### src/design/refcounted_probing_hash_cache_top_assert.svh
// Assertion macros for the hash cache top level.
`ifndef REFCOUNTED_PROBING_HASH_CACHE_TOP_ASSERT_SVH
`define REFCOUNTED_PROBING_HASH_CACHE_TOP_ASSERT_SVH
`ifndef NO_ASSERTIONS
`define RPHC_ASSERT_IMP(lbl, ante, cons) \
  lbl: assert property (@(posedge clk) disable iff (!rst_n) (ante) |-> (cons)) \
    else $error("rphc: same-cycle check failed");
`define RPHC_ASSERT_NXT(lbl, ante, cons) \
  lbl: assert property (@(posedge clk) disable iff (!rst_n) (ante) |=> (cons)) \
    else $error("rphc: next-cycle check failed");
`else
`define RPHC_ASSERT_IMP(lbl, ante, cons)
`define RPHC_ASSERT_NXT(lbl, ante, cons)
`endif
`endif

### src/design/rphc_ram.sv
module rphc_ram #(
  parameter int WIDTH = 8,
  parameter int DEPTH = 256
) (
  input  logic                     clk,
  input  logic                     we,
  input  logic [$clog2(DEPTH)-1:0] waddr,
  input  logic [WIDTH-1:0]         wdata,
  input  logic [$clog2(DEPTH)-1:0] raddr,
  output logic [WIDTH-1:0]         rdata
);

  logic [WIDTH-1:0] mem [DEPTH];
  logic [WIDTH-1:0] rdata_r;

  always_ff @(posedge clk) begin
    if (we) begin
      mem[waddr] <= wdata;
    end
    rdata_r <= mem[raddr];
  end

  assign rdata = rdata_r;

endmodule

### config.mk
export PLATFORM = sky130hd
export DESIGN_NAME = rphc_ram
export DESIGN_NICKNAME = d
export VERILOG_FILES = /design/src/design/refcounted_probing_hash_cache_top_assert.svh /design/src/design/rphc_ram.sv
export SDC_FILE = /design/constraint.sdc
export NUM_CORES = 2
export LEC_CHECK = 0
export ABC_CLOCK_PERIOD_IN_PS = 3500
export BUFFER_PORTS_ARGS = -buffer_cell sky130_fd_sc_hd__buf_2
export CAP_MARGIN = 25
export CORE_MARGIN = 8
export CORE_UTILIZATION = 60
export CTS_CLUSTER_DIAMETER = 80
export DETAILED_ROUTE_END_ITERATION = 7
export PLACE_DENSITY = 0.76
export REMOVE_ABC_BUFFERS = 1
export SETUP_SLACK_MARGIN = 0.3
export SYNTH_ARGS = -nofsm -noshare
export SYNTH_HDL_FRONTEND = slang
export SYNTH_SLANG_ARGS = --single-unit
### constraint.sdc
create_clock -name clk -period 3.5 [get_ports clk]
set_input_delay 0.7 -clock clk [delete_from_list [all_inputs] [get_ports clk]]
set_output_delay 0.7 -clock clk [all_outputs]
set_load 0.01 [all_outputs]
==> results.sh <==
export IMPL_postRouteAntennaNets=0
export IMPL_peakVddDrop_uv=495
export IMPL_fmax_ghz=0.315
export IMPL_drive_gt1_share_pct=28.3
export IMPL_synthDistinctLibCells=55
export IMPL_instances_no_fill=6147
export IMPL_layout_min_cycle_time_ns=3.18
export IMPL_grt_pass1_vias=41300
export IMPL_dp_hpwl_um=125000
export IMPL_cp_buffers_inverters=6
export IMPL_grt_setup_unrepaired="false"
export IMPL_cp_arrival_ns=3.86
export IMPL_fillCellCount=7594
export IMPL_die_width_um=380
export IMPL_io_buffers=33
export IMPL_p_per_area_mw_per_mm2=546
export IMPL_finalInstanceArea_mm2=0.0909
export IMPL_drtIter0Drc=6324
export IMPL_antenna_found_initial=12
export IMPL_dp_cells=5785
export IMPL_die_h_um=380
export IMPL_synth_avg_cell_area_um2=21.3
export IMPL_tightest_slew_ns=1.05
export IMPL_syn_to_final_growth_pct=14.2
export IMPL_finClkSkew_ns=0.0360
export IMPL_cts_buffer_depth=3
export IMPL_cts_resized=0
export IMPL_drt_met1_wl_um=70600
export IMPL_grt_max_degree=126
export IMPL_row_count=133
export IMPL_drv_slew=0
export IMPL_p_total_mw=49.6
export IMPL_num_vias=41800
export IMPL_slew_headroom_pct=29.7
export IMPL_ioPinCount=34
export IMPL_p_leak_nw=29.0
export IMPL_cap_violations=0
export IMPL_clk_latency_ns=0.82
export IMPL_syn_instance_count=3733
export IMPL_cpPeakStageDelay_ns=0.83
export IMPL_firstDrtPassIters=8
export IMPL_drt_wl_total_um=201000
export IMPL_end_kind="flip-flop"
export IMPL_cts_root_buffer="clkbuf_16"
export IMPL_holdPathEnd="mem[69][1]$_DFFE_PP_"
export IMPL_grt_use_total_pct=27.4
export IMPL_wl_met2_um=97200
export IMPL_num_nets_final=4250
export IMPL_cts_buffers=192
export IMPL_synth_edf_count=2048
export IMPL_syn_area_mm2=0.0796
export IMPL_setup_violations_final=0
export IMPL_cp_required_ns=4.18
export IMPL_synth_seq_cells=2056
export IMPL_ys_async_sr_fraction_pct=0
export IMPL_wl_met3_um=24600
export IMPL_overflow=0
export IMPL_gp_congestion=0.881
export IMPL_hold_path_startpoint="wdata[1]"
export IMPL_initial_core_util_pct=60.5
export IMPL_crit_family="buffers and inverters"
export IMPL_hold_viol=0
export IMPL_post_cts_setup_buffers=0
export IMPL_rrSetupSlack_ns=0.63
export IMPL_reg2reg_depth=6
export IMPL_post_dp_cell_area_mm2=0.0849
export IMPL_ys_seq_area_share_pct=77.5
export IMPL_fin_util_pct=69.1
export IMPL_holdWs_ns=0.516
export IMPL_numClockSinks=2056
export IMPL_viasPerCell=6.79
export IMPL_synthFlopType="edfxtp_1"
export IMPL_wl_per_cell_um=32.7
export IMPL_crit_type="input pin to flip-flop"
export IMPL_core_area_mm2=0.131
export IMPL_crit_slowest_cell="nor4_1"
export IMPL_die_area_mm2=0.145
export IMPL_status="finished clean"
export IMPL_crit_path_start_kind="input pin"
export IMPL_min_path_type="input pin to flip-flop"
export IMPL_crit_chain="buf_8, buf_4, buf_12, buf_12, buf_12, mux4_2, o211ai_1, a21oi_1, nor4_1, buf_4, nor4_1"
export IMPL_path_max_fanout=22
export IMPL_cts_tree="yes"
export IMPL_crit_top_cell="buf_12"
export IMPL_cts_max_level=4
export IMPL_yosys_warnings=0
export IMPL_cts_hold_buffers_added=0
export IMPL_hold_depth=1
export IMPL_r2r_end="rdata[4]$_DFF_P_"
export IMPL_rr_startpoint="mem[80][4]$_DFFE_PP_"
export IMPL_drc=0
export IMPL_grt_pass1_wl_um=289000
export IMPL_regArea_mm2=0.0617
export IMPL_multi_input_area_mm2=0.0165
export IMPL_top_layer="met5"
export IMPL_fin_crit_sh_pct=90.7
export IMPL_clk_pin_slew_worst_paths_ns=0.06
cells in the mapped netlist (10+ instances only):
cell type	instances	area share, %
a221oi_1	13	0.14
nand2_1	33	0.16
o221ai_1	46	0.51
nor3_1	22	0.14
edfxtp_1	2048	77
nor4_1	24	0.19
a21oi_1	96	0.60
buf_2	31	0.20
a22oi_1	133	1.3
buf_1	22	0.10
nand4_1	10	0.079
o211ai_1	10	0.094
nand3_1	34	0.21
o22ai_1	28	0.22
mux2i_1	134	1.7
nor2b_1	31	0.24
o21ai_0	10	0.063
a211oi_1	16	0.15
buf_4	27	0.25
mux4_2	454	13
clkbuf_1	111	0.52
buf_8	13	0.25
buf_6	21	0.30
nor2_1	282	1.3
cells by family after synthesis:
| group | Yosys count | synth area share (%) |
|---|---|---|
| DFF | 2056 | 77.5 |
| buffers and inverters | 235 | 1.83 |
| and+or+nand+nor | 466 | 2.63 |
| AOI/OAI and AO/OA | 385 | 3.42 |
| muxes | 591 | 14.6 |
registers in the layout (all words and copies together) (netlist names):
register,count
mem,2048
rdata,8
per-stage QoR:
| stage | worst slack, ns | setup TNS [ns] |
|---|---|---|
| after floorplan | 0.392 | 0 |
| after global placement | -0.504 | -1.42 |
| after detailed placement | -0.477 | -1.60 |
| after CTS | 0.346 | 0 |
| after global routing | 0.337 | 0 |
| final | 0.325 | 0 |
worst max path at each step:
| stage | cells after the start | startpoint | end | slack (ns) |
|---|---|---|---|---|
| 5_1_grt | 11 | raddr[0] | rdata[4]$_DFF_P_ | 0.34 |
| 3_5_place_dp | 11 | raddr[0] | rdata[4]$_DFF_P_ | -0.48 |
| 3_3_place_gp | 11 | raddr[0] | rdata[4]$_DFF_P_ | -0.50 |
| 6_report | 11 | raddr[0] | rdata[4]$_DFF_P_ | 0.32 |
| 4_1_cts | 11 | raddr[0] | rdata[4]$_DFF_P_ | 0.35 |
| 2_1_floorplan | 6 | raddr[2] | rdata[6]$_DFF_P_ | 0.39 |
cells in the final DEF, fill, tap and decap left out, drive strengths merged, types with 12 or more instances in the layout:
master,count
edfxtp,2048
buf,522
mux4,456
nor2,282
clkbuf,280
mux2i,134
a22oi,133
a21oi,96
clkinv,65
o221ai,47
nand3,34
nand2,33
nor2b,31
o22ai,28
nor4,27
nor3,22
a211oi,16
a221oi,14
o21ai,12
layout make-up:
class,instances,area share (%)
multi-input combinational,1442,18.1
timing repair buffer,530,5.07
clock inverter,79,0.666
tap,1755,2.42
antenna,11,0.0303
clock buffer,272,5.84
sequential,2056,67.8
inverter,2,0.00826
metal layers:
| layer | vias to the layer above | global-route usage (%) |
|---|---|---|
| met5 | - | 0 |
| met4 | 6 | 10.4 |
| met3 | 510 | 5.99 |
| met2 | 3077 | 43.9 |
| met1 | 21500 | 37.5 |
| li1 | 16700 | - |
power breakdown:
part | internal, mW | total [mW] | switching [mW]
Clock | 11.2 | 19.8 | 8.63
Combinational | 0.981 | 2.64 | 1.66
Sequential | 27.1 | 27.2 | 0.0564
Total | 39.3 | 49.6 | 10.4
No activity file was read; power rests on OpenSTA's default activity.
